==> src/rtl/core/ggpc_pkg.sv <==
// Shared constants, tables and types of the go-to-goal controller.
package ggpc_pkg;

    localparam int TABLE_LEN          = 24;
    localparam int CORDIC_STAGES_DEF  = 16;
    localparam int POSITION_WIDTH_DEF = 16;

    localparam int GAIN_W     = 16;
    localparam int CFG_DATA_W = 16;
    localparam int CFG_IDX_W  = 2;
    localparam int HEAD_W     = 17;  // Q4.13
    localparam int ZW         = 33;  // angle accumulator, Q.30
    localparam int ERR_W      = 18;
    localparam int LIN_W      = 24;
    localparam int ANG_W      = 21;

    localparam int FRONT_STAGES = 2;
    localparam int BACK_STAGES  = 4;

    localparam logic signed [HEAD_W-1:0] PI_Q13      = 17'sd25736;
    localparam logic signed [ERR_W-1:0]  TWO_PI_Q13  = 18'sd51472;
    localparam logic signed [ZW-1:0]     HALF_PI_Q30 = 33'sd1686629713;
    localparam logic [23:0]              INV_K_Q24   = 24'd10188014;

    // atan(2^-i) in Q.30, rounded to nearest
    localparam logic [31:0] ATAN_Q30 [TABLE_LEN] = '{
        32'd843314857, 32'd497837829, 32'd263043837, 32'd133525159,
        32'd67021687,  32'd33543516,  32'd16775851,  32'd8388437,
        32'd4194283,   32'd2097149,   32'd1048576,   32'd524288,
        32'd262144,    32'd131072,    32'd65536,     32'd32768,
        32'd16384,     32'd8192,      32'd4096,      32'd2048,
        32'd1024,      32'd512,       32'd256,       32'd128
    };

    localparam logic [GAIN_W-1:0]     LINEAR_GAIN_RST  = 16'd4096;
    localparam logic [GAIN_W-1:0]     ANGULAR_GAIN_RST = 16'd12288;
    localparam logic [CFG_DATA_W-1:0] OFFSET_RST       = 16'd512;

    typedef enum logic [CFG_IDX_W-1:0] {
        REG_LINEAR_GAIN  = 2'd0,
        REG_ANGULAR_GAIN = 2'd1,
        REG_OFFSET_X     = 2'd2,
        REG_OFFSET_Y     = 2'd3
    } t_reg_idx;

    // Sideband that travels with each vector down the cell row
    typedef struct packed {
        logic                     valid;
        logic                     zero;
        logic signed [HEAD_W-1:0] heading;
    } t_side;

    function automatic int stage_count(input int stages);
        return (stages > TABLE_LEN) ? TABLE_LEN : stages;
    endfunction

    function automatic int guard_bits(input int pos_w);
        return (pos_w < 28) ? 28 - pos_w : 0;
    endfunction

    // Width of the vector datapath in the cells
    function automatic int cordic_width(input int pos_w);
        return pos_w + 4 + guard_bits(pos_w);
    endfunction

    function automatic int latency(input int stages);
        return FRONT_STAGES + stage_count(stages) + BACK_STAGES;
    endfunction

endpackage

==> src/rtl/core/ggpc_cell.sv <==
// One vectoring CORDIC iteration with its pipeline register.
module ggpc_cell
    import ggpc_pkg::*;
#(
    parameter int CW  = cordic_width(POSITION_WIDTH_DEF),
    parameter int IDX = 0
) (
    input  logic                 i_clk,
    input  logic                 i_rst_n,
    input  logic signed [CW-1:0] i_x,
    input  logic signed [CW-1:0] i_y,
    input  logic signed [ZW-1:0] i_z,
    input  t_side                i_side,
    output logic signed [CW-1:0] o_x,
    output logic signed [CW-1:0] o_y,
    output logic signed [ZW-1:0] o_z,
    output t_side                o_side
);

    localparam logic signed [ZW-1:0] C_ATAN = ZW'(ATAN_Q30[IDX]);

    logic signed [CW-1:0]     xs;
    logic signed [CW-1:0]     ys;
    logic signed [CW-1:0]     n_x;
    logic signed [CW-1:0]     n_y;
    logic signed [ZW-1:0]     n_z;

    logic                     r_valid;
    logic signed [CW-1:0]     r_x;
    logic signed [CW-1:0]     r_y;
    logic signed [ZW-1:0]     r_z;
    logic                     r_zero;
    logic signed [HEAD_W-1:0] r_head;

    assign xs = i_x >>> IDX;
    assign ys = i_y >>> IDX;

    // drive y toward zero; y == 0 takes the minus branch
    always_comb begin
        if (i_y > 0) begin
            n_x = i_x + ys;
            n_y = i_y - xs;
            n_z = i_z + C_ATAN;
        end else begin
            n_x = i_x - ys;
            n_y = i_y + xs;
            n_z = i_z - C_ATAN;
        end
    end

    always_ff @(posedge i_clk) begin
        if (!i_rst_n) begin
            r_valid <= 1'b0;
        end else begin
            r_valid <= i_side.valid;
        end
    end

    always_ff @(posedge i_clk) begin
        r_x    <= n_x;
        r_y    <= n_y;
        r_z    <= n_z;
        r_zero <= i_side.zero;
        r_head <= i_side.heading;
    end

    assign o_x    = r_x;
    assign o_y    = r_y;
    assign o_z    = r_z;
    assign o_side = '{valid: r_valid, zero: r_zero, heading: r_head};

endmodule

==> config.mk <==
export PLATFORM = sky130hd
export DESIGN_NAME = ggpc_cell
export DESIGN_NICKNAME = d
export VERILOG_FILES = /design/src/rtl/core/ggpc_pkg.sv /design/src/rtl/core/ggpc_cell.sv
export SDC_FILE = /design/constraint.sdc
export NUM_CORES = 1
export LEC_CHECK = 0
export ABC_AREA = 1
export BUFFER_PORTS_ARGS = -buffer_cell sky130_fd_sc_hd__buf_2
export CORE_UTILIZATION = 62
export DETAILED_ROUTE_END_ITERATION = 8
export GPL_ROUTABILITY_DRIVEN = 0
export PLACE_DENSITY_LB_ADDON = 0.12
export SETUP_SLACK_MARGIN = 0.5
export SYNTH_ARGS = -nofsm -noshare
export SYNTH_HDL_FRONTEND = slang
export SYNTH_SLANG_ARGS = --single-unit
==> constraint.sdc <==
create_clock -name i_clk -period 4.7 [get_ports i_clk]
set_input_delay 0.94 -clock i_clk [delete_from_list [all_inputs] [get_ports i_clk]]
set_output_delay 0.94 -clock i_clk [all_outputs]
set_load 0.005 [all_outputs]
# ---- After elaboration in Yosys (flattened, before gate mapping)
# Index checks and enable logic that the tools add are counted.
dict set report totals {
  out_inout_bits 116
  latch_bits 0
  memories 0
  ff_bits 116
  elab_cells 15
  romBits 0
  mem_bits_rw 0
}
dict set report op_classes {
  eq_ne 0
  reduce_logical 0
  bitwise 0
  div 0
  multipliers 0
  muxes 3
  addsub 5
  order_cmp 1
  n_shift 0
}
# operator count
set ops {}
lappend ops {{two-way mux 32 bit} 2}
lappend ops {{subtractor 32 bit} 2}
lappend ops {{adder 33 x 31 -> 33 bit (second input constant)} 1}
lappend ops {{two-way mux 33 bit} 1}
lappend ops {{subtractor 33 x 31 -> 33 bit (second input constant)} 1}
lappend ops {{adder 32 bit} 1}
lappend ops {{> comparator 32 x 1 -> 1 bit (second input constant)} 1}

# ---- Longest topological paths before layout
dict set report logic_depth {
  word_depth 2
  ltp_mapped 19
  mapped_depth_nobuf 18
}

# ---- Worst setup path before layout
# Ideal clock, no wire load.
dict set report synth_timing {
  path_type {input port to flip-flop}
  startpoint {in i_y[1]}
  endpoint {reg r_z[22], in the netlist o_z[22]}
  setup_ns 0.120
  t_arrival_ns 3.346
  slack_ns 1.234
  path_stages 15
  path_cell_list {inv_1 > nand4_1 > nor2_1 > nand4_1 > nand2_1 > inv_2 > clkbuf_1 > ha_1 > a21oi_1 > nand2_1 > a21oi_1 > o21ai_1 > nand2_1 > nand2_1 > xor2_1}
}
dict set report synth_via {
  elab_chain_cells 2
}
# item line
set synth_rtl {}
lappend synth_rtl {{from (decl)} ggpc_cell.sv:11} ;# input logic signed [CW-1:0] i_y,
lappend synth_rtl {{> comparator 32 x 1 -> 1 bit} ggpc_cell.sv:40} ;# if (i_y > 0) begin
lappend synth_rtl {{two-way mux 33 bit} ggpc_cell.sv:40}
lappend synth_rtl {{via n_z[22]} ggpc_cell.sv:26} ;# logic signed [ZW-1:0] n_z;
lappend synth_rtl {{to (signal assigned)} ggpc_cell.sv:62} ;# r_z <= n_z;
lappend synth_rtl {{to (decl)} ggpc_cell.sv:31} ;# logic signed [ZW-1:0] r_z;
# The timed path passes the listed nets, and every way through them passes these cells.
# A chain may end at the register's enable or synchronous reset.

# ---- Worst setup path in the final report
dict set report layout_timing {
  startpoint {in i_y[1]}
  endpoint {reg r_z[30], in the netlist o_z[30]}
}
# The elaborated chain is that of the path after synthesis.

==> results.toml <==
[finish]
multi_input_area_um2 = 7910
layout-drive-gt1-share_pct = 13.9
post-route-util_pct = 73.4
layout_commonest_cell = "nand2_1"
seqCellArea_um2 = 2300
syn2layout_area_growth_pct = 15.7
post_layout_nonfiller_instances = 2515
final_cell_area_um2 = 13700
n_antenna_cell = 0
finalNetCount = 2514
mostFrequentLayoutCells = "nand2_1, inv_1, buf_2, nand3_1, nor2_1"
n_fill_cell = 1661

[logic_synthesis]
synthTopCellsByArea = "nand2_1, dfxtp_1, ha_1, inv_1, nand3_1"
synthCells = 2058
ys_warn_count = 0
avgSynthCellArea_um2 = 5.76
synth-seq-cells = 115
ys_types = 37
synth-edff-count = 0
synth_ff_type = "dfxtp_1"
async_flop_share_pct = 0
ys_seq_area_share_pct = 19.4
yosysTopAreaCellShare_pct = 23.2
synth_top_area_cell = "nand2_1"
syn_area_um2 = 11900
synthesis.nets = 2304

[die]
start_util_pct = 63.4
die_w_um = 140
die_area_um2 = 19700
coreArea_um2 = 18700
die_h_um = 140
boundaryPins = 234
row_count = 50

[sta]
finalHoldViolCount = 0
finalSetupViolations = 0
max_freq_mhz = 261
slew_viol_final = 0
tightest_slew_ns = 0.764
setup_tns_ns = 0
fin_crit_sh_pct = 81.7
maxSlewHeadroom_pct = 49.0
rsz0062_at_grt = "false"
setup_ws_ns = 0.862
layout_min_cycle_time_ns = 3.84
whs_ns = 0.608

[critical_path]
crit_path_max_fanout = 20
required_ns = 5.02
cp.arrival_ns = 4.16
crit_chain = "buf_2, inv_1, nand4_1, nor2_1, nand4_1, nand2_2, inv_2, ha_1, a21oi_1, nand2_1, a21oi_1, o21ai_1, nand3b_1, nand2_1, nand2_1, nand2_1"
worstSetupStartpointType = "input pin"
cp_common_cell = "nand2_1"
crit_path_top_delay_cell = "nand2_2"
worstSetupPathType = "input pin to flip-flop"
slowest_delay_ns = 0.44
cp-end-kind = "flip-flop"

[clock_tree]
htreeDepth = 4
clkTransAtPathRegs_ns = 0.06
cts_tree = "done"
clock_sinks = 115
cts_hold_buf = 0
post_cts_buffers = 0
cts-resized-gates = 0
cts-root-buf = "clkbuf_16"
cts_buffers = 17
cts_buffer_depth = 2

[power_and_ir_drop]
ir_drop_mv = 0.249
p_comb_share_pct = 36.5
power_mw = 4.14
power.density_nw_per_um2 = 302
seqPwrFrac_pct = 28.7
p_switching_mw = 1.57
power.internal_mw = 2.57
p_leak_nw = 8.19
switching_share_pct = 37.9
pwr-share-clk_pct = 34.9

[grt]
grt_max_degree = 72
grt_overflow = 0
grt_pass1_vias = 12837
antenna_found_initial = 0
grt_pass1_wl_um = 59900
grt_usage_pct = 38.3

[route]
via_count = 13873
wl_um = 38200
route.detailed.drc = 0
ant_nets = 0
wire_per_inst_um = 15.2
dr.pass1.iters = 6
via_per_inst = 5.52
drt_iter0_markers = 1180

[worst_hold_path]
hold_depth = 1
hold_path.class = "input pin to flip-flop"

[placement]
dp_slack_ns = 0.489
port_buffers = 233
place_area_um2 = 13100
placed_cells = 2483
place_hpwl_um = 30700

[run_status]
outcome = "complete, no violations"

[run]
cap_violations = 0
worst paths after layout:
kind | start | endpoint | slack, ns
worst max-delay path | i_y[1] | o_z[30]$_DFF_P_ | 0.86
worst min-delay path | i_side[9] | r_head[9]$_DFF_P_ | 0.61
Yosys cell counts (4+ instances only):
library cell  instances
a21o_1                5
a21oi_1             112
buf_2                27
buf_4                11
clkbuf_1              4
dfxtp_1             115
fa_1                  4
ha_1                124
inv_1               354
inv_2                19
nand2_1             732
nand2_2              13
nand3_1             182
nand3b_1              9
nand4_1              30
nor2_1              145
nor2_2                7
nor3_1               13
o21a_1                5
o21ai_0              50
o21ai_1              12
o21bai_1             11
or2_2                 4
xnor2_1               4
xor2_1               49
layer usage:
metal / GRT usage, % / up-vias / share of wire (%)
met1: 44.4 / 6085 / 38
met3: 7.56 / 168 / 11
met2: 65.4 / 830 / 46
met5: 0 / - / 0
met4: 23.2 / 0 / 5.5
li1: - / 6790 / -
flip-flops by register name, indices dropped and copies added (netlist names):
register	count
r_valid	1
o_z	33
r_zero	1
o_y	32
r_head	17
o_x	31
power by group through the flow:
stage | Clock (mW) | Combinational (mW) | Sequential [mW]
after floorplan | 0 | 0.926 | 1.23
after global placement | 0 | 1.43 | 1.20
after detailed placement | 0 | 1.46 | 1.21
after CTS | 1.45 | 1.47 | 1.19
after global routing | 1.50 | 1.66 | 1.20
final | 1.44 | 1.51 | 1.19
cells by family after synthesis:
family | after synthesis | share of synthesized area (%)
buffers and inverters | 419 | 14.0
flip-flops | 115 | 19.4
AND/OR/NAND/NOR | 1146 | 40.2
AO/OA/AOI/OAI | 197 | 8.78
adder cells (fa/ha/maj) | 128 | 13.8
XOR/XNOR | 53 | 3.91
critical path: cells and delay by family:
| kind | cells | cell delay [ns] |
|---|---|---|
| buffers and inverters | 3 | 0.57 |
| and+or+nand+nor | 9 | 1.46 |
| AOI/OAI and AO/OA | 3 | 0.74 |
| adders and majority gates | 1 | 0.43 |
cell type report:
type,instances,area share [%]
clock buffers,18,3.13
repair buffers,235,8.61
flip-flops and latches,115,16.8
multi-input cells,1524,57.6
clock inverters,14,1.49
well taps,234,2.13
inverters,375,10.3
Note: power is estimated with default switching activity, not from simulation.
