### config.mk
export PLATFORM = sky130hd
export DESIGN_NAME = ggpc_back
export DESIGN_NICKNAME = d
export VERILOG_FILES = /design/src/rtl/core/ggpc_pkg.sv /design/src/rtl/core/ggpc_back.sv
export SDC_FILE = /design/constraint.sdc
export NUM_CORES = 2
export LEC_CHECK = 0
export BUFFER_PORTS_ARGS = -buffer_cell sky130_fd_sc_hd__buf_4
export CORE_ASPECT_RATIO = 1.5
export CORE_MARGIN = 2
export CORE_UTILIZATION = 30
export DETAILED_ROUTE_END_ITERATION = 10
export PLACE_DENSITY_LB_ADDON = 0.08
export SETUP_SLACK_MARGIN = 0.15
export SLEW_MARGIN = 20
export SYNTH_ARGS = -nofsm -noshare
export SYNTH_HDL_FRONTEND = slang
export SYNTH_SLANG_ARGS = --single-unit
export TNS_END_PERCENT = 10
### constraint.sdc
create_clock -name i_clk -period 13.8 [get_ports i_clk]
set_input_delay 2.07 -clock i_clk [delete_from_list [all_inputs] [get_ports i_clk]]
set_output_delay 2.07 -clock i_clk [all_outputs]
set_load 0.01 [all_outputs]
### src/rtl/core/ggpc_pkg.sv
// Shared constants, tables and types of the go-to-goal controller.
package ggpc_pkg;

    localparam int TABLE_LEN          = 24;
    localparam int CORDIC_STAGES_DEF  = 16;
    localparam int POSITION_WIDTH_DEF = 16;

    localparam int GAIN_W     = 16;
    localparam int CFG_DATA_W = 16;
    localparam int CFG_IDX_W  = 2;
    localparam int HEAD_W     = 17;  // Q4.13
    localparam int ZW         = 33;  // angle accumulator, Q.30
    localparam int ERR_W      = 18;
    localparam int LIN_W      = 24;
    localparam int ANG_W      = 21;

    localparam int FRONT_STAGES = 2;
    localparam int BACK_STAGES  = 4;

    localparam logic signed [HEAD_W-1:0] PI_Q13      = 17'sd25736;
    localparam logic signed [ERR_W-1:0]  TWO_PI_Q13  = 18'sd51472;
    localparam logic signed [ZW-1:0]     HALF_PI_Q30 = 33'sd1686629713;
    localparam logic [23:0]              INV_K_Q24   = 24'd10188014;

    // atan(2^-i) in Q.30, rounded to nearest
    localparam logic [31:0] ATAN_Q30 [TABLE_LEN] = '{
        32'd843314857, 32'd497837829, 32'd263043837, 32'd133525159,
        32'd67021687,  32'd33543516,  32'd16775851,  32'd8388437,
        32'd4194283,   32'd2097149,   32'd1048576,   32'd524288,
        32'd262144,    32'd131072,    32'd65536,     32'd32768,
        32'd16384,     32'd8192,      32'd4096,      32'd2048,
        32'd1024,      32'd512,       32'd256,       32'd128
    };

    localparam logic [GAIN_W-1:0]     LINEAR_GAIN_RST  = 16'd4096;
    localparam logic [GAIN_W-1:0]     ANGULAR_GAIN_RST = 16'd12288;
    localparam logic [CFG_DATA_W-1:0] OFFSET_RST       = 16'd512;

    typedef enum logic [CFG_IDX_W-1:0] {
        REG_LINEAR_GAIN  = 2'd0,
        REG_ANGULAR_GAIN = 2'd1,
        REG_OFFSET_X     = 2'd2,
        REG_OFFSET_Y     = 2'd3
    } t_reg_idx;

    // Sideband that travels with each vector down the cell row
    typedef struct packed {
        logic                     valid;
        logic                     zero;
        logic signed [HEAD_W-1:0] heading;
    } t_side;

    function automatic int stage_count(input int stages);
        return (stages > TABLE_LEN) ? TABLE_LEN : stages;
    endfunction

    function automatic int guard_bits(input int pos_w);
        return (pos_w < 28) ? 28 - pos_w : 0;
    endfunction

    // Width of the vector datapath in the cells
    function automatic int cordic_width(input int pos_w);
        return pos_w + 4 + guard_bits(pos_w);
    endfunction

    function automatic int latency(input int stages);
        return FRONT_STAGES + stage_count(stages) + BACK_STAGES;
    endfunction

endpackage

### src/rtl/core/ggpc_back.sv
// Back end: gain correction, angle wrap, gain products, rounding and saturation.
module ggpc_back
    import ggpc_pkg::*;
#(
    parameter int POS_W = POSITION_WIDTH_DEF
) (
    input  logic                                  i_clk,
    input  logic                                  i_rst_n,
    input  logic signed [cordic_width(POS_W)-1:0] i_x,
    input  logic signed [ZW-1:0]                  i_z,
    input  t_side                                 i_side,
    input  logic [GAIN_W-1:0]                     i_linear_gain,
    input  logic [GAIN_W-1:0]                     i_angular_gain,
    output logic                                  o_valid,
    output logic [LIN_W-1:0]                      o_linear_velocity,
    output logic signed [ANG_W-1:0]               o_angular_velocity
);

    localparam int G   = guard_bits(POS_W);
    localparam int CW  = cordic_width(POS_W);
    localparam int XW  = CW - 2;           // magnitude bits of the final x
    localparam int PW  = XW + 24;
    localparam int DW  = POS_W + 3;
    localparam int LPW = GAIN_W + DW;
    localparam int LSW = LPW + 1 - 12;
    localparam int LCW = (LSW > LIN_W) ? LSW : LIN_W;
    localparam int AW  = GAIN_W + 1 + ERR_W;
    localparam int ASW = AW + 1 - 13;

    localparam logic [LIN_W-1:0]        LIN_MAX = '1;
    localparam logic signed [ANG_W-1:0] ANG_MAX = {1'b0, {(ANG_W-1){1'b1}}};
    localparam logic signed [ANG_W-1:0] ANG_MIN = {1'b1, {(ANG_W-1){1'b0}}};
    localparam logic signed [ERR_W-1:0] PI_E    = ERR_W'(PI_Q13);
    localparam logic signed [ERR_W-1:0] NPI_E   = -PI_E;

    // stage 1
    logic [XW-1:0]            xp;
    logic signed [ZW-1:0]     zr;
    logic signed [ERR_W-1:0]  head_e;
    logic                     r_v1;
    logic [PW-1:0]            r_prod;
    logic signed [HEAD_W-1:0] r_bear;
    logic signed [ERR_W-1:0]  r_head;

    // stage 2
    logic [PW:0]              dsum;
    logic signed [ERR_W-1:0]  diff;
    logic signed [ERR_W-1:0]  n_err;
    logic                     r_v2;
    logic [DW-1:0]            r_dist;
    logic signed [ERR_W-1:0]  r_err;

    // stage 3
    logic                     r_v3;
    logic [LPW-1:0]           r_lin_p;
    logic signed [AW-1:0]     r_ang_p;

    // stage 4
    logic [LPW:0]             lsum;
    logic [LSW-1:0]           lsh;
    logic signed [AW:0]       asum;
    logic signed [ASW-1:0]    ash;
    logic [LIN_W-1:0]         n_lin;
    logic signed [ANG_W-1:0]  n_ang;
    logic                     r_v4;
    logic [LIN_W-1:0]         r_lin;
    logic signed [ANG_W-1:0]  r_ang;

    assign xp     = (!i_side.zero && (i_x > 0)) ? XW'(i_x) : '0;
    assign zr     = i_z + (ZW'(1) <<< 16);
    assign head_e = ERR_W'(i_side.heading);

    assign dsum = (PW+1)'(r_prod) + ((PW+1)'(1) << (23 + G));
    assign diff = ERR_W'(r_bear) - r_head;

    // single wrap toward [-pi, pi]
    always_comb begin
        if (diff > PI_E) begin
            n_err = diff - TWO_PI_Q13;
        end else if (diff < NPI_E) begin
            n_err = diff + TWO_PI_Q13;
        end else begin
            n_err = diff;
        end
    end

    assign lsum = (LPW+1)'(r_lin_p) + (LPW+1)'(2048);
    assign lsh  = LSW'(lsum >> 12);
    assign asum = (AW+1)'(r_ang_p) + (AW+1)'(4096);
    assign ash  = ASW'(asum >>> 13);

    always_comb begin
        if (LCW'(lsh) > LCW'(LIN_MAX)) begin
            n_lin = LIN_MAX;
        end else begin
            n_lin = LIN_W'(lsh);
        end
        if (ash > ASW'(ANG_MAX)) begin
            n_ang = ANG_MAX;
        end else if (ash < ASW'(ANG_MIN)) begin
            n_ang = ANG_MIN;
        end else begin
            n_ang = ANG_W'(ash);
        end
    end

    always_ff @(posedge i_clk) begin
        if (!i_rst_n) begin
            r_v1 <= 1'b0;
            r_v2 <= 1'b0;
            r_v3 <= 1'b0;
            r_v4 <= 1'b0;
        end else begin
            r_v1 <= i_side.valid;
            r_v2 <= r_v1;
            r_v3 <= r_v2;
            r_v4 <= r_v3;
        end
    end

    always_ff @(posedge i_clk) begin
        r_prod  <= PW'(xp) * PW'(INV_K_Q24);
        r_bear  <= i_side.zero ? '0 : HEAD_W'(zr >>> 17);
        r_head  <= (i_side.heading > PI_Q13) ? head_e - TWO_PI_Q13 : head_e;
        r_dist  <= DW'(dsum >> (24 + G));
        r_err   <= n_err;
        r_lin_p <= LPW'(i_linear_gain) * LPW'(r_dist);
        r_ang_p <= AW'(signed'({1'b0, i_angular_gain})) * AW'(r_err);
        r_lin   <= n_lin;
        r_ang   <= n_ang;
    end

    assign o_valid            = r_v4;
    assign o_linear_velocity  = r_lin;
    assign o_angular_velocity = r_ang;

endmodule

# Yosys cells after proc, flatten, opt, wreduce, memory -nomap -nowiden
# Index checks and enable logic that the tools add are counted.
[totals] regBits=243
[op_classes] n_mul=3 n_reduce_logical=2 mux=5 magnitude_cmp=7 addsub=8
[op_table] cell="54-bit by 36-bit adder with 55-bit output (second input constant)" n=1
[op_table] cell="18-bit 2-to-1 mux" n=3
[op_table] cell="30-bit by 23-bit multiplier with 53-bit output (second input constant)" n=1
[op_table] cell="35-bit by 12-bit adder with 36-bit output (second input constant)" n=1
[op_table] cell="35-bit by 14-bit adder with 36-bit output (second input constant)" n=1
[op_table] cell="16-bit by 19-bit multiplier with 35-bit output" n=1
[op_table] cell="17-bit by 18-bit multiplier with 35-bit output" n=1
[op_table] cell="33-bit by 18-bit adder with 33-bit output (second input constant)" n=1
[op_table] cell="32-bit by 1-bit > comparator with 1-bit output (second input constant)" n=1
[op_table] cell="30-bit 2-to-1 mux" n=1
[op_table] cell="24-bit > comparator (second input constant)" n=1
[op_table] cell="23-bit by 21-bit > comparator with 1-bit output (second input constant)" n=1
[op_table] cell="23-bit by 21-bit < comparator with 1-bit output (second input constant)" n=1
[op_table] cell="21-bit 2-to-1 mux" n=1
[op_table] cell="18-bit by 17-bit adder with 18-bit output (second input constant)" n=1
[op_table] cell="18-bit by 16-bit > comparator with 1-bit output (second input constant)" n=1
[op_table] cell="18-bit by 16-bit < comparator with 1-bit output (second input constant)" n=1
[op_table] cell="16-bit by 18-bit subtractor with 18-bit output" n=1
[op_table] cell="17-bit by 17-bit subtractor with 18-bit output (second input constant)" n=1
[op_table] cell="18-bit by 17-bit subtractor with 18-bit output (second input constant)" n=1
[op_table] cell="17-bit by 16-bit > comparator with 1-bit output (second input constant)" n=1
[op_table] cell="1-bit logical AND" n=1
[op_table] cell="1-bit zero test" n=1

# Depth between registers and ports, before layout
[logic_depth] depth_word=4 ltp_mapped=36 depth_no_buf=32

# Worst setup path after synthesis
# OpenSTA, ideal clock, no wires.
[synth_path] path_kind="input-to-reg" startpoint="input i_x[13]" endpoint="register r_prod[45]" arrival_ps=9860 path_stages=31 slack_ps=3816 setup_time_ps=124 t_required_ps=13676 path_buffers=4 cell_sequence="clkbuf_1 -> nor4_1 -> nand4_1 -> o21a_1 -> clkbuf_1 -> buf_1 -> clkbuf_1 -> nand2_1 -> inv_1 -> fa_1 -> inv_1 -> fa_1 -> fa_1 -> inv_1 -> fa_1 -> fa_1 -> fa_1 -> inv_1 -> fa_1 -> inv_1 -> ha_1 -> a21o_1 -> a21o_1 -> a21o_1 -> a21oi_1 -> or4b_1 -> a21oi_1 -> o21ai_1 -> a41oi_1 -> nor2b_1 -> xnor2_1"
[synth_via] elab_chain_cells=4
[synth_lines] item="start: declaration" line="ggpc_back.sv:9" rtl="input logic signed [cordic_width(POS_W)-1:0] i_x,"
[synth_lines] item="32-bit by 1-bit > comparator with 1-bit output" line="ggpc_back.sv:69" rtl="assign xp = (!i_side.zero && (i_x > 0)) ? XW'(i_x) : '0;"
[synth_lines] item="1-bit logical AND" line="ggpc_back.sv:69"
[synth_lines] item="30-bit 2-to-1 mux (*)" line="ggpc_back.sv:69"
[synth_lines] item="30-bit by 23-bit multiplier with 53-bit output (*)" line="ggpc_back.sv:122" rtl="r_prod <= PW'(xp) * PW'(INV_K_Q24);"
[synth_lines] item="end signal: assignment" line="ggpc_back.sv:122"
[synth_lines] item="end: declaration" line="ggpc_back.sv:41" rtl="logic [PW-1:0] r_prod;"
# Mark *: on every way between the ends. The rest lies on a longest branch, timed or not.
# A chain may end at the register's enable or synchronous reset.

# Worst setup path in the final report
[layout_path] startpoint="input i_x[5]" endpoint="register r_prod[52]"
# The elaborated chain is that of the path after synthesis.

==> results by group <==
Run status
  • Status: complete, no violations

Detailed routing
  • Routed vias/inst: roughly 4.6
  • TritonRoute pass-1 iters: 5
  • WL/cell: between 15 and 20 um
  • Residual DRC: 0
  • Starting DRT DRC Count: 1,013
  • Via count: 29,000
  • Routed Antenna Nets: 0
  • Total wire length: ~120 mm

Synth
  • Flops & latches, synth: 186
  • Post-synthesis cell area: 41,100 um^2
  • Syn avg cell area: slightly above 9 um^2
  • Number of flops mapped to enable cells by yosys: 0
  • Seq/Total Area, Yosys: 0.0906
  • Synth cell types: 85
  • Synthesized Nets: 5,886
  • Most used DFF post-synth: dfxtp_1
  • Gate Count Post-Synth: 4,486
  • Async SR Flop Fraction: 0
  • Yosys warns: 0

Clock network
  • Buffer count from post-CTS setup fixing: 0
  • CTS Sinks: 186
  • Max H-tree Level: 4
  • Clock-pin transition on the worst setup and hold timing paths: 0.08 ns
  • CTS root buf: clkbuf_16
  • Max clock buf depth: 2
  • PostCTS Resize Cnt: 0
  • CTS tree: built
  • Hold bufs inserted after CTS: 0
  • Worst-skew pair later-pin latency: between 0.5 and 0.6 ns
  • CTS Buf Count: 17

STA
  • Worst clock skew: 0.0193 ns
  • Final Hold Fails: 0
  • Fin crit period: 10.43 ns
  • Setup violators final: 0
  • Setup tns final: 0 ns
  • Max_slew headroom: 0.337
  • Final Max Tran Viols: 0
  • Worst-Margin Slew: 0.993 ns
  • Fin crit share: 0.756
  • Highest clock rate: 95.9 MHz
  • RSZ-0062 raised after global routing: no

Setup path
  • FF-to-FF Start: r_dist[5]
  • CP required: between 10 and 15 ns
  • Arrival time worst endpoint: 10.87 ns
  • Reg2reg setup slack: 6.03 ns
  • Critical Path Sink Type: flip-flop
  • CP Max Fanout: 29
  • Worst R2R Path Depth: 18
  • Crit path buf inv count: 6
  • R2R Path End: r_lin_p[29]
  • Crit start category: primary input
  • Critical path's largest stage delay: 0.60 ns
  • Slowest-stage cell, CP: fa_1
  • Most Frequent Cell on Critical Path: fa_1
  • Largest delay share family, worst path: adder cells
  • Crit path kind: primary input to flip-flop

Global routing
  • Initial antenna violation count: 11
  • Maximum number of pins on one net before global-route repair: 67
  • Vias in the first global route: 32,700
  • First-pass GRT wire length: 192 mm
  • Gr usage total: 0.181
  • Total grt overflow: 0

Hold path
  • Hold WC Path Type: flip-flop to flip-flop
  • Hold EP: r_v3
  • Critical hold path startpoint: r_v2
  • Hold Crit Depth: 1

Floorplan
  • IO Pins: 164
  • Die area: 140,000 um^2
  • Starting density of the core: 0.302
  • Die height: 457 um
  • FP Rows: around 170
  • Die width: around 310 um
  • Core footprint: about 140,000 um^2

Place
  • DPL Wire Length: 102 mm
  • Placer congestion estimate: 0.837
  • Port buffer count: 147

Layout
  • Area delta synth->final: 8.62%
  • Final nets: 5,929
  • Fraction of layout cells with a size suffix above 1: 0.0526
  • FILL cells: ~14,000

Flow run
  • Max Cap Violations: 0
-- synthesized netlist by cell type (all sizes together) (7+ instances only) --
| master | instances | area (um^2) |
|---|---|---|
| dfxtp | 186 | 3720 |
| nand2 | 513 | 1930 |
| nor2b | 28 | 183 |
| and3 | 53 | 332 |
| o21a | 14 | 114 |
| and4 | 9 | 78.8 |
| o21ai | 66 | 334 |
| or2 | 7 | 43.8 |
| ha | 455 | 5690 |
| clkbuf | 127 | 477 |
| o2111ai | 7 | 61.3 |
| a211oi | 8 | 72.6 |
| nor3 | 30 | 150 |
| o31ai | 9 | 81.3 |
| xor2 | 93 | 833 |
| buf | 19 | 75.1 |
| fa | 827 | 16600 |
| or3 | 15 | 98.8 |
| inv | 1081 | 4060 |
| nor2 | 118 | 443 |
| o211ai | 9 | 67.6 |
| and2 | 247 | 1550 |
| nand4 | 29 | 181 |
| o21bai | 9 | 67.6 |
| nor4 | 11 | 75.1 |
| xnor2 | 175 | 1530 |
| nand3 | 67 | 335 |
| a21o | 62 | 465 |
| a21oi | 101 | 517 |
| a31oi | 11 | 68.8 |
| nand2b | 9 | 56.3 |
-- routing by layer --
metal,routed length [um],share of wire,global-route usage
met1,48700,0.40,0.208
met2,67700,0.56,0.355
met5,32,0.00026,0
met4,2810,0.023,0.0483
met3,2050,0.017,0.0115
-- worst reg2reg max path, cell delays in order (launching register included) --
cell and delay, ns:
dfxtp_1 0.97, nand2_1 0.20, fa_1 0.54, inv_1 0.07
fa_1 0.57, fa_1 0.42, ha_1 0.33, fa_1 0.51
fa_1 0.49, ha_1 0.30, and3_1 0.20, o211ai_1 0.18
a21boi_0 0.45, o21ai_0 0.36, a211oi_1 0.66, a31oi_1 0.45
o31ai_1 0.64, a21oi_1 0.18, xnor2_1 0.16
-- through the flow --
stage | setup slack, ns | util | cell area, um^2 | instances | hold WS (ns)
detailed placement | 2.80 | 0.323 | 44000 | 6274 | 0.423
global route | 3.01 | 0.328 | 44600 | 6307 | 0.465
CTS | 3.34 | 0.328 | 44600 | 6306 | 0.441
floorplan | 3.82 | - | 41100 | 4486 | 0.412
global placement | 2.79 | 0.323 | 44000 | 6274 | 0.415
finish | 3.37 | 0.328 | 44600 | 6308 | 0.435
-- worst max path at each step --
| stage | startpoint | to | slack [ns] | depth (start not counted) |
|---|---|---|---|---|
| floorplan | i_x[13] | r_prod[45] | 3.82 | 31 |
| global placement | i_x[10] | r_prod[45] | 2.79 | 28 |
| detailed placement | i_x[10] | r_prod[45] | 2.80 | 28 |
| CTS | i_x[10] | r_prod[45] | 3.34 | 28 |
| global route | i_x[5] | r_prod[45] | 3.01 | 28 |
| finish | i_x[5] | r_prod[52] | 3.37 | 28 |
-- layout make-up --
class / instances / area [um^2] / area share
clock inverter: 12 / 124 / 0.00278
timing repair buffer: 170 / 1290 / 0.0289
sequential: 186 / 3720 / 0.0834
clock buffer: 20 / 457 / 0.0102
multi-input combinational: 3072 / 32800 / 0.734
inverter: 1082 / 4060 / 0.0910
antenna: 2 / 5.00 / 0.000112
tap: 1764 / 2210 / 0.0495
-- flip-flops by register name, summed over array words and instances, names as in the netlist --
| signal | flops |
|---|---|
| r_lin_p | 24 |
| r_v3 | 1 |
| r_dist | 19 |
| r_err | 18 |
| r_prod | 19 |
| o_linear_velocity | 24 |
| o_valid | 1 |
| r_v2 | 1 |
| r_v1 | 1 |
| r_bear | 16 |
| r_head | 18 |
| r_ang_p | 23 |
| o_angular_velocity | 21 |
-- kinds of logic (layout without fill, tap and decap cells) --
kind of cell / Yosys count / in the layout / synth area share
AO/OA/AOI/OAI: 362 / 362 / 0.0601
XOR/XNOR: 268 / 268 / 0.0576
adder cells (fa/ha/maj): 1288 / 1288 / 0.543
buffers and inverters: 1228 / 1284 / 0.112
flip-flops: 186 / 186 / 0.0906
multiplexers: 4 / 4 / 0.00104
other: 0 / 2 / 0
AND/OR/NAND/NOR: 1150 / 1150 / 0.135
-- placed cells by master (no fill, tap or decap), types with 27 or more instances in the layout --
cell / n
nor2b_1: 27
xnor2_1: 175
nand3_1: 67
nand2_1: 511
and3_1: 53
a21o_1: 62
o21ai_0: 62
nor2_1: 117
dfxtp_1: 186
fa_1: 827
xor2_1: 92
ha_1: 455
nor3_1: 30
a21oi_1: 97
and2_1: 247
nand4_1: 29
buf_4: 169
inv_1: 1080
Power is not shown: default switching activity piles up to over one toggle a cycle in this logic, so the estimate is an artifact.
