`src/rtl/core/ggpc_pkg.sv`:
```
// Shared constants, tables and types of the go-to-goal controller.
package ggpc_pkg;

    localparam int TABLE_LEN          = 24;
    localparam int CORDIC_STAGES_DEF  = 16;
    localparam int POSITION_WIDTH_DEF = 16;

    localparam int GAIN_W     = 16;
    localparam int CFG_DATA_W = 16;
    localparam int CFG_IDX_W  = 2;
    localparam int HEAD_W     = 17;  // Q4.13
    localparam int ZW         = 33;  // angle accumulator, Q.30
    localparam int ERR_W      = 18;
    localparam int LIN_W      = 24;
    localparam int ANG_W      = 21;

    localparam int FRONT_STAGES = 2;
    localparam int BACK_STAGES  = 4;

    localparam logic signed [HEAD_W-1:0] PI_Q13      = 17'sd25736;
    localparam logic signed [ERR_W-1:0]  TWO_PI_Q13  = 18'sd51472;
    localparam logic signed [ZW-1:0]     HALF_PI_Q30 = 33'sd1686629713;
    localparam logic [23:0]              INV_K_Q24   = 24'd10188014;

    // atan(2^-i) in Q.30, rounded to nearest
    localparam logic [31:0] ATAN_Q30 [TABLE_LEN] = '{
        32'd843314857, 32'd497837829, 32'd263043837, 32'd133525159,
        32'd67021687,  32'd33543516,  32'd16775851,  32'd8388437,
        32'd4194283,   32'd2097149,   32'd1048576,   32'd524288,
        32'd262144,    32'd131072,    32'd65536,     32'd32768,
        32'd16384,     32'd8192,      32'd4096,      32'd2048,
        32'd1024,      32'd512,       32'd256,       32'd128
    };

    localparam logic [GAIN_W-1:0]     LINEAR_GAIN_RST  = 16'd4096;
    localparam logic [GAIN_W-1:0]     ANGULAR_GAIN_RST = 16'd12288;
    localparam logic [CFG_DATA_W-1:0] OFFSET_RST       = 16'd512;

    typedef enum logic [CFG_IDX_W-1:0] {
        REG_LINEAR_GAIN  = 2'd0,
        REG_ANGULAR_GAIN = 2'd1,
        REG_OFFSET_X     = 2'd2,
        REG_OFFSET_Y     = 2'd3
    } t_reg_idx;

    // Sideband that travels with each vector down the cell row
    typedef struct packed {
        logic                     valid;
        logic                     zero;
        logic signed [HEAD_W-1:0] heading;
    } t_side;

    function automatic int stage_count(input int stages);
        return (stages > TABLE_LEN) ? TABLE_LEN : stages;
    endfunction

    function automatic int guard_bits(input int pos_w);
        return (pos_w < 28) ? 28 - pos_w : 0;
    endfunction

    // Width of the vector datapath in the cells
    function automatic int cordic_width(input int pos_w);
        return pos_w + 4 + guard_bits(pos_w);
    endfunction

    function automatic int latency(input int stages);
        return FRONT_STAGES + stage_count(stages) + BACK_STAGES;
    endfunction

endpackage

```
`src/rtl/core/ggpc_front.sv`:
```
// Front end: error vector, guard-bit scaling and quadrant pre-rotation.
module ggpc_front
    import ggpc_pkg::*;
#(
    parameter int POS_W = POSITION_WIDTH_DEF
) (
    input  logic                      i_clk,
    input  logic                      i_rst_n,
    input  logic                      i_valid,
    input  logic signed [POS_W-1:0]   i_target_x,
    input  logic signed [POS_W-1:0]   i_target_y,
    input  logic signed [POS_W-1:0]   i_pose_x,
    input  logic signed [POS_W-1:0]   i_pose_y,
    input  logic signed [HEAD_W-1:0]  i_pose_heading,
    input  logic [CFG_DATA_W-1:0]     i_offset_x,
    input  logic [CFG_DATA_W-1:0]     i_offset_y,
    output logic signed [cordic_width(POS_W)-1:0] o_x,
    output logic signed [cordic_width(POS_W)-1:0] o_y,
    output logic signed [ZW-1:0]      o_z,
    output t_side                     o_side
);

    localparam int G   = guard_bits(POS_W);
    localparam int EW  = POS_W + 2;
    localparam int CW  = cordic_width(POS_W);
    localparam int OXW = (POS_W > CFG_DATA_W) ? POS_W : CFG_DATA_W;

    logic [OXW-1:0]          off_x_z;
    logic [OXW-1:0]          off_y_z;
    logic signed [POS_W-1:0] off_x;
    logic signed [POS_W-1:0] off_y;

    logic                     r_valid1;
    logic signed [EW-1:0]     r_ex;
    logic signed [EW-1:0]     r_ey;
    logic signed [HEAD_W-1:0] r_head1;
    logic signed [EW-1:0]     n_ex;
    logic signed [EW-1:0]     n_ey;

    logic signed [CW-1:0]     sx;
    logic signed [CW-1:0]     sy;
    logic signed [CW-1:0]     n_x;
    logic signed [CW-1:0]     n_y;
    logic signed [ZW-1:0]     n_z;

    logic                     r_valid2;
    logic signed [CW-1:0]     r_x;
    logic signed [CW-1:0]     r_y;
    logic signed [ZW-1:0]     r_z;
    logic                     r_zero;
    logic signed [HEAD_W-1:0] r_head2;

    // offset register is zero-extended, then seen as a POS_W-bit signed value
    assign off_x_z = OXW'(i_offset_x);
    assign off_y_z = OXW'(i_offset_y);
    assign off_x   = off_x_z[POS_W-1:0];
    assign off_y   = off_y_z[POS_W-1:0];

    assign n_ex = EW'(i_target_x) - EW'(i_pose_x) + EW'(off_x);
    assign n_ey = EW'(i_target_y) - EW'(i_pose_y) + EW'(off_y);

    assign sx = CW'(r_ex) <<< G;
    assign sy = CW'(r_ey) <<< G;

    always_comb begin
        if (sx < 0) begin
            if (sy >= 0) begin
                n_x = sy;
                n_y = -sx;
                n_z = HALF_PI_Q30;
            end else begin
                n_x = -sy;
                n_y = sx;
                n_z = -HALF_PI_Q30;
            end
        end else begin
            n_x = sx;
            n_y = sy;
            n_z = '0;
        end
    end

    always_ff @(posedge i_clk) begin
        if (!i_rst_n) begin
            r_valid1 <= 1'b0;
            r_valid2 <= 1'b0;
        end else begin
            r_valid1 <= i_valid;
            r_valid2 <= r_valid1;
        end
    end

    always_ff @(posedge i_clk) begin
        r_ex    <= n_ex;
        r_ey    <= n_ey;
        r_head1 <= i_pose_heading;
        r_x     <= n_x;
        r_y     <= n_y;
        r_z     <= n_z;
        r_zero  <= (r_ex == '0) && (r_ey == '0);
        r_head2 <= r_head1;
    end

    assign o_x    = r_x;
    assign o_y    = r_y;
    assign o_z    = r_z;
    assign o_side = '{valid: r_valid2, zero: r_zero, heading: r_head2};

endmodule

```
`config.mk`:
```
export PLATFORM = sky130hd
export DESIGN_NAME = ggpc_front
export DESIGN_NICKNAME = d
export VERILOG_FILES = /design/src/rtl/core/ggpc_pkg.sv /design/src/rtl/core/ggpc_front.sv
export SDC_FILE = /design/constraint.sdc
export NUM_CORES = 1
export LEC_CHECK = 0
export ABC_AREA = 1
export ABC_CLOCK_PERIOD_IN_PS = 2700
export BUFFER_PORTS_ARGS = -buffer_cell sky130_fd_sc_hd__buf_4
export CELL_PAD_IN_SITES_DETAIL_PLACEMENT = 0
export CELL_PAD_IN_SITES_GLOBAL_PLACEMENT = 1
export CORE_UTILIZATION = 30
export CTS_CLUSTER_SIZE = 20
export DETAILED_ROUTE_END_ITERATION = 12
export HOLD_SLACK_MARGIN = 0.08
export PLACE_DENSITY = 0.74
export SLEW_MARGIN = 20
export SYNTH_ARGS = -nofsm -noshare
export SYNTH_HDL_FRONTEND = slang
export SYNTH_SLANG_ARGS = --single-unit
```
`constraint.sdc`:
```
create_clock -name i_clk -period 2.7 [get_ports i_clk]
set_clock_uncertainty 0.1 [all_clocks]
set_input_delay 0.135 -clock i_clk [delete_from_list [all_inputs] [get_ports i_clk]]
set_output_delay 0.135 -clock i_clk [all_outputs]
set_load 0.02 [all_outputs]
```
; ---- After elaboration in Yosys (flattened, before gate mapping)
; Index checks and enable logic that the tools add are counted.
[op_classes]
n_addsub = 6
mux = 5
bitwise = 1
n_reduce_logical = 5
magnitude_cmp = 2
[op_table]
columns = op, n
row1 = 32-bit two-way mux, 4
row2 = 30-bit negation with 32-bit output, 2
row3 = 17-bit by 16-bit adder with 18-bit output, 2
row4 = 18-bit logical NOT, 2
row5 = 16-bit by 16-bit subtractor with 17-bit output, 2
row6 = 33-bit two-way mux, 1
row7 = 30-bit by 1-bit greater-or-equal comparator with 1-bit output (second input constant), 1
row8 = 30-bit by 1-bit less-than comparator with 1-bit output (second input constant), 1
row9 = 2-bit AND reduction, 1
row10 = 2-bit OR reduction, 1
row11 = 1-bit logical AND, 1
row12 = 1-bit NOT, 1
[totals]
in_bits = 116
wordCells = 31
reg_bits = 170

; ---- Logic depth before layout (Yosys ltp)
; Gate-level depths: netlist of run 1.
[depth]
ltp_word = 3
mapped_depth = 14

; ---- Least setup slack after synthesis of run 1
; No wires, ideal clock.
[synth_timing]
path_type = input port to flip-flop
start = input i_target_x[1]
end = register r_ex[16]
n_path_buf = 0
setup_ns = 0.112
t_arrival_ns = 1.751
path_stages = 10
required_time_ns = 2.488
setup_slack_ns = 0.737
path_cell_list = inv_1 -> fa_1 -> fa_1 -> nand3b_1 -> nand2_1 -> nand3_1 -> nand2_1 -> nand2_1 -> nand3_1 -> nand2_1
[synth_between]
elab_chain_len = 2
[synth_lines]
columns = element, line_no
row1 = "start, declared", ggpc_front.sv:10  ; input logic signed [POS_W-1:0] i_target_x,
row2 = 16-bit by 16-bit subtractor with 17-bit output, ggpc_front.sv:59  ; assign n_ex = EW'(i_target_x) - EW'(i_pose_x) + EW'(off_x);
row3 = 17-bit by 16-bit adder with 18-bit output, ggpc_front.sv:59
row4 = via n_ex[16], ggpc_front.sv:37  ; logic signed [EW-1:0] n_ex;
row5 = "end signal, assigned", ggpc_front.sv:94  ; r_ex <= n_ex;
row6 = "end, declared", ggpc_front.sv:34  ; logic signed [EW-1:0] r_ex;
; The timed path passes the listed nets, and every way through them passes these cells.
; A chain may end at the register's enable or synchronous reset.

; ---- Worst setup path in the final report of run 1
[layout_timing]
start = input i_target_y[0]
end = register r_ey[16]
[layout_between]
elab_chain_len = 2
[layout_lines]
columns = element, line_no
row1 = "start, declared", ggpc_front.sv:11  ; input logic signed [POS_W-1:0] i_target_y,
row2 = 16-bit by 16-bit subtractor with 17-bit output, ggpc_front.sv:60  ; assign n_ey = EW'(i_target_y) - EW'(i_pose_y) + EW'(off_y);
row3 = 17-bit by 16-bit adder with 18-bit output, ggpc_front.sv:60
row4 = via n_ey[16], ggpc_front.sv:38  ; logic signed [EW-1:0] n_ey;
row5 = "end signal, assigned", ggpc_front.sv:95  ; r_ey <= n_ey;
row6 = "end, declared", ggpc_front.sv:35  ; logic signed [EW-1:0] r_ey;
; The timed path passes the listed nets, and every way through them passes these cells.

==> results.sh, run 1 <==
export IMPL_rsz0062_at_grt="no"
export IMPL_synth_async_reset_ratio=0
export IMPL_critPathKind="in -> reg"
export IMPL_ys_flop_type="dfxtp_1"
export IMPL_wire_per_inst_um=10.8
export IMPL_core_area_sq_mm=0.0228
export IMPL_io_pins=232
export IMPL_slowest_delay_ns=0.54
export IMPL_leakage_nw=5.24
export IMPL_relSlewSlack=0.570
export IMPL_cp_slowest_cell="dlygate4sd3_1"
export IMPL_grt_pass1_wl_um=26200
export IMPL_crit_arrival_ns=2.18
export IMPL_portBuffers=207
export IMPL_cts_setup_buffers=0
export IMPL_max_cap_violations=0
export IMPL_crit_top_cell="nand2_1"
export IMPL_clk_latency_ns=0.41
export IMPL_ys_seq_area_frac=0.331
export IMPL_gr_total_overflow=0
export IMPL_path_cells="dlygate4sd3_1 -> buf_4 -> ha_1 -> inv_1 -> fa_1 -> o21ai_2 -> nand2_1 -> nand2_1 -> nand2_1 -> nand3_1 -> nand2_1"
export IMPL_die_area_sq_mm=0.0240
export IMPL_hp_class="in -> reg"
export IMPL_setup_violations=0
export IMPL_synth_seq_cells=116
export IMPL_power_density_mw_per_mm2=962
export IMPL_start_util=0.308
export IMPL_grt_pass1_vias=5623
export IMPL_crit_path_end_kind="register"
export IMPL_die_w_um=155
export IMPL_antenna_found_initial=0
export IMPL_worst_hold_slack_ns=0.120
export IMPL_routed_wl_um=16100
export IMPL_cts_buffer_depth=2
export IMPL_fmax_ghz=0.501
export IMPL_dp_cells=1444
export IMPL_clock_root_buffer="clkbuf_16"
export IMPL_drc_errors=0
export IMPL_cts_htree_levels=4
export IMPL_dp_final_hpwl_um=13500
export IMPL_yosysUniqueCellTypes=34
export IMPL_post_route_period_util=0.739
export IMPL_path_max_fanout=4
export IMPL_syn_to_final_growth_pct=34.7
export IMPL_r2r_slack_ns=1.10
export IMPL_hold_violations=0
export IMPL_first_pass_iters=4
export IMPL_cts_tree="done"
export IMPL_drtAntennaViolNets=0
export IMPL_avgSynthCellArea_sq_um=7.25
export IMPL_post_cts_resized=0
export IMPL_status="complete, no violations"
export IMPL_clock_sinks=116
export IMPL_post_dp_cell_area_sq_mm=0.00858
export IMPL_synth_cell_area_sq_mm=0.00701
export IMPL_final_area_sq_mm=0.00943
export IMPL_grt_max_degree=43
export IMPL_min_from="i_pose_y[0]"
export IMPL_vdd_drop_max_v=0.000465
export IMPL_final_cell_count_no_fill=1497
export IMPL_period_minus_slack_ns=2.00
export IMPL_drive_gt1_frac=0.212
export IMPL_drt_iter0_markers=244
export IMPL_dieHeight_um=155
export IMPL_synth_edff_count=0
export IMPL_yosysWarnings=0
export IMPL_vias=6111
export IMPL_crit_required_ns=2.88
export IMPL_path_clk_slew_ns=0.05
export IMPL_grt_usage=0.138
export IMPL_final_nets=1357
export IMPL_synth_cells=966
export IMPL_ctsHoldBuffers=21
export IMPL_slew_viol_final=0
export IMPL_cts_buffers=17
export IMPL_diodes=0
export IMPL_start_kind="input pin"
export IMPL_via_per_inst=4.08
export IMPL_cp_startpoint="i_target_y[0]"
export IMPL_worst_slew_pin_slew_ns=0.645
export IMPL_r2r_start="r_ey[0]"
export IMPL_placementRows=55
export IMPL_tns_ns=0
export IMPL_gp_congestion=0.823
## cell usage after synthesis (2+ instances only)
library cell | count | share of area
buf_2 | 6 | 0.0043
dfxtp_1 | 116 | 0.33
nand2_1 | 236 | 0.13
nand4_1 | 5 | 0.0045
nor2_2 | 2 | 0.0018
nor3_1 | 5 | 0.0036
o21ai_2 | 3 | 0.0038
inv_1 | 214 | 0.11
nor2_1 | 53 | 0.028
o211ai_1 | 2 | 0.0021
clkbuf_1 | 5 | 0.0027
buf_4 | 57 | 0.061
o21ai_1 | 10 | 0.0071
a21oi_1 | 35 | 0.025
o21ai_0 | 31 | 0.022
nand3_1 | 73 | 0.052
and2_1 | 4 | 0.0036
xor2_1 | 20 | 0.025
fa_1 | 32 | 0.091
o21bai_1 | 2 | 0.0021
ha_1 | 38 | 0.068
xnor2_1 | 5 | 0.0063
## flip-flops by register name, indices dropped and copies added, names as in the netlist
register / count
o_x: 20
o_y: 20
r_ex: 18
r_ey: 18
r_head1: 17
r_head2: 17
o_z: 3
r_valid1: 1
r_valid2: 1
r_zero: 1
## layout make-up
class                           instances  area, sq um
Clock buffer                           19          453
Clock inverter                         13          195
Fill cell                            2371        13300
Inverter                              215          807
Multi-Input combinational cell        590         3480
Sequential cell                       116         2320
Tap cell                              313          392
Timing Repair Buffer                  231         1790
## worst max-delay path: cells and delay by family
kind / cells / cell delay (ns)
AND/OR/NAND/NOR: 5 / 0.41
adder cells (fa/ha/maj): 2 / 0.68
AO/OA/AOI/OAI: 1 / 0.23
buffers and inverters: 3 / 0.73
## per-stage QoR
step,util,total power [mW],setup slack [ns]
2_1_floorplan,-,5.45,0.737
3_3_place_gp,0.376,6.72,0.470
3_5_place_dp,0.376,6.74,0.458
4_1_cts,0.414,9.21,0.711
5_1_grt,0.414,9.77,0.508
6_report,0.414,9.07,0.704
## layer usage
metal	vias to the layer above	part of all wire	global-route usage
li1	3250	-	-
met1	2681	0.47	0.170
met2	170	0.48	0.243
met3	10	0.051	0.0308
met4	0	0.0065	0.0339
met5	-	0	0
## kinds of logic after synthesis
family	Yosys count	synth area share
buf+inv	285	0.185
compound gates	86	0.0655
xor+xnor	25	0.0313
other cells	1	0.000535
simple gates	383	0.226
flops	116	0.331
fa+ha+maj	70	0.159
## path summary, 6_finish.rpt
check,to,cells past startpoint
worst max-delay path,r_ey[16],11
worst min-delay path,r_ey[0],4
worst max register to register,o_x[22],7
worst min register to register,r_head2[3],0
## power by group
part	leakage (nW)	internal [mW]	total (mW)	switching [mW]
logic	3.96	1.55	3.99	2.44
clock network	0.307	1.60	2.40	0.795
registers	0.977	2.29	2.68	0.390
## placed cells by master (no fill, tap or decap), types with 5 or more instances in the layout
cell           Yosys  routed
dlygate4sd3_1      0      21
o21ai_1           10      10
ha_1              38      38
nor3_1             5       5
dfxtp_1          116     116
xnor2_1            5       5
nand2_1          236     236
conb_1             1      26
xor2_1            20      20
nand4_1            5       5
nand3_1           73      73
buf_4             57     210
o21ai_0           31      31
clkbuf_16          0      17
nor2_1            53      53
fa_1              32      32
inv_1            214     214
a21oi_1           35      35
Note: power is estimated with default switching activity, not from simulation.
==> run 2, diff against run 1 <==
--- a/config.mk
+++ b/config.mk
@@ -6,7 +6,7 @@
 export NUM_CORES = 1
 export LEC_CHECK = 0
 export ABC_AREA = 1
-export ABC_CLOCK_PERIOD_IN_PS = 2700
+export ABC_CLOCK_PERIOD_IN_PS = 1900
 export BUFFER_PORTS_ARGS = -buffer_cell sky130_fd_sc_hd__buf_4
 export CELL_PAD_IN_SITES_DETAIL_PLACEMENT = 0
 export CELL_PAD_IN_SITES_GLOBAL_PLACEMENT = 1
==> constraint.sdc (replaced) <==
create_clock -name i_clk -period 1.9 [get_ports i_clk]
set_clock_uncertainty 0.1 [all_clocks]
set_input_delay 0.095 -clock i_clk [delete_from_list [all_inputs] [get_ports i_clk]]
set_output_delay 0.095 -clock i_clk [all_outputs]
set_load 0.02 [all_outputs]
==> run 2 against run 1 <==
  * Global-route usage up 0.75 points
  * First-iteration DRC count up 32%
  * Cell count up 4.6%
  * Die area unchanged
  * Routed wire length up 3.2%
  * Via count up 4.0%
  * Non-clock buffer count up 69
  * Critical path depth unchanged
  * Critical endpoint is now r_ey[12]
  * Count of clock-buffer cells in the layout down 1
  * Register-to-register slack worse by 0.85 ns
  * Largest cell class unchanged
  * Core utilization up 2.1 points
==> results.sh, run 2 (same netlist as run 1, synthesis figures left out) <==
export IMPL_status="complete, no violations"
export IMPL_slowest_delay_ns=0.54
export IMPL_placementRows=55
export IMPL_grt_pass1_wl_um=27600
export IMPL_die_area_sq_mm=0.0240
export IMPL_gp_congestion=0.825
export IMPL_dieHeight_um=155
export IMPL_via_per_inst=4.06
export IMPL_cts_tree="done"
export IMPL_die_w_um=155
export IMPL_post_route_period_util=0.940
export IMPL_gr_total_overflow=0
export IMPL_final_area_sq_mm=0.00992
export IMPL_clock_root_buffer="clkbuf_16"
export IMPL_path_cells="dlygate4sd3_1 -> buf_4 -> ha_1 -> inv_1 -> fa_1 -> o21ai_2 -> nand2_1 -> nand2_1 -> nand2_1 -> nand3_1 -> nand2_1"
export IMPL_cts_htree_levels=4
export IMPL_fmax_ghz=0.560
export IMPL_rsz0062_at_grt="no"
export IMPL_final_cell_mix="buf_4 (276), nand2_1 (233), inv_1 (214)"
export IMPL_portBuffers=207
export IMPL_tns_ns=0
export IMPL_final_cell_count_no_fill=1566
export IMPL_syn_to_final_growth_pct=41.6
export IMPL_clock_sinks=116
export IMPL_diodes=0
export IMPL_critPathKind="in -> reg"
export IMPL_path_max_fanout=3
export IMPL_crit_arrival_ns=1.98
export IMPL_relSlewSlack=0.633
export IMPL_vias=6355
export IMPL_slew_viol_final=0
export IMPL_core_area_sq_mm=0.0228
export IMPL_hp_class="in -> reg"
export IMPL_cp_slowest_cell="dlygate4sd3_1"
export IMPL_cts_buffer_depth=2
export IMPL_drtAntennaViolNets=0
export IMPL_final_common_cell="buf_4"
export IMPL_antenna_found_initial=0
export IMPL_cts_buffers=17
export IMPL_worst_hold_slack_ns=0.107
export IMPL_grt_max_degree=23
export IMPL_drive_gt1_frac=0.257
export IMPL_max_cap_violations=0
export IMPL_crit_top_cell="nand2_1"
export IMPL_grt_pass1_vias=5987
export IMPL_min_from="i_pose_y[0]"
export IMPL_leakage_nw=5.55
export IMPL_dp_final_hpwl_um=13900
export IMPL_first_pass_iters=4
export IMPL_clk_latency_ns=0.41
export IMPL_hold_violations=0
export IMPL_power_density_mw_per_mm2=1320
export IMPL_dp_cells=1509
export IMPL_final_util=0.435
export IMPL_start_kind="input pin"
export IMPL_power_total_mw=13.1
export IMPL_crit_path_end_kind="register"
export IMPL_start_util=0.308
export IMPL_crit_required_ns=2.10
export IMPL_pre_cts_ws_ns=-0.254
export IMPL_post_dp_cell_area_sq_mm=0.00908
export IMPL_setup_violations=0
export IMPL_drc_errors=0
export IMPL_period_minus_slack_ns=1.79
export IMPL_path_clk_slew_ns=0.05
export IMPL_routed_wl_um=16600
export IMPL_final_nets=1426
export IMPL_wire_per_inst_um=10.6
export IMPL_setup_ws_ns=0.114
export IMPL_vdd_drop_max_v=0.000695
export IMPL_grt_usage=0.146
export IMPL_drt_iter0_markers=321
export IMPL_r2r_start="r_ey[0]"
export IMPL_io_pins=232
export IMPL_cp_startpoint="i_target_y[0]"
export IMPL_worst_slew_pin_slew_ns=0.546
==> run 2: timing repair <==
| action | 4_1_cts | 5_1_grt |
|---|---|---|
| gates resized for setup | 0 | 5 |
| endpoints found under the hold margin | 21 | 0 |
| endpoints found under the setup margin | 0 | 7 |
| buffers inserted | 0 | 2 |
| hold buffers | 23 | 0 |
==> run 2: routing by layer <==
metal / wire length, um / track usage / up-vias
met5: 0 / 0 / -
met1: 7900 / 0.183 / 2763
met4: 180 / 0.0500 / 0
li1: - / - / 3384
met2: 7710 / 0.248 / 194
met3: 851 / 0.0294 / 14
==> run 2: area by class of cell <==
cell class                 count  area, sq um
clock buffer                  18          429
clock inverter                14          153
fill                        2353        12900
inverter                     215          807
multi-input combinational    590         3490
sequential                   116         2320
tap                          313          392
timing repair buffer         300         2320
==> run 2: power breakdown <==
group | internal [mW] | total [mW] | switching [mW]
registers | 3.26 | 3.86 | 0.601
clock network | 1.94 | 3.09 | 1.15
logic | 2.60 | 6.12 | 3.52
total | 7.80 | 13.1 | 5.27
==> run 2: path summary, 6_finish.rpt <==
| path | slack (ns) | end | depth (start not counted) |
|---|---|---|---|
| max | 0.11 | r_ey[12] | 11 |
| max reg2reg | 0.25 | o_x[22] | 7 |
| min | 0.11 | r_ey[1] | 4 |
| min reg2reg | 0.22 | r_head2[16] | 0 |
==> run 2: worst max-delay path, delay by kind of cell <==
family                     cells  cell delay [ns]
AOI/OAI and AO/OA              1             0.19
adders and majority gates      2             0.57
buffers and inverters          3             0.70
and+or+nand+nor                5             0.42
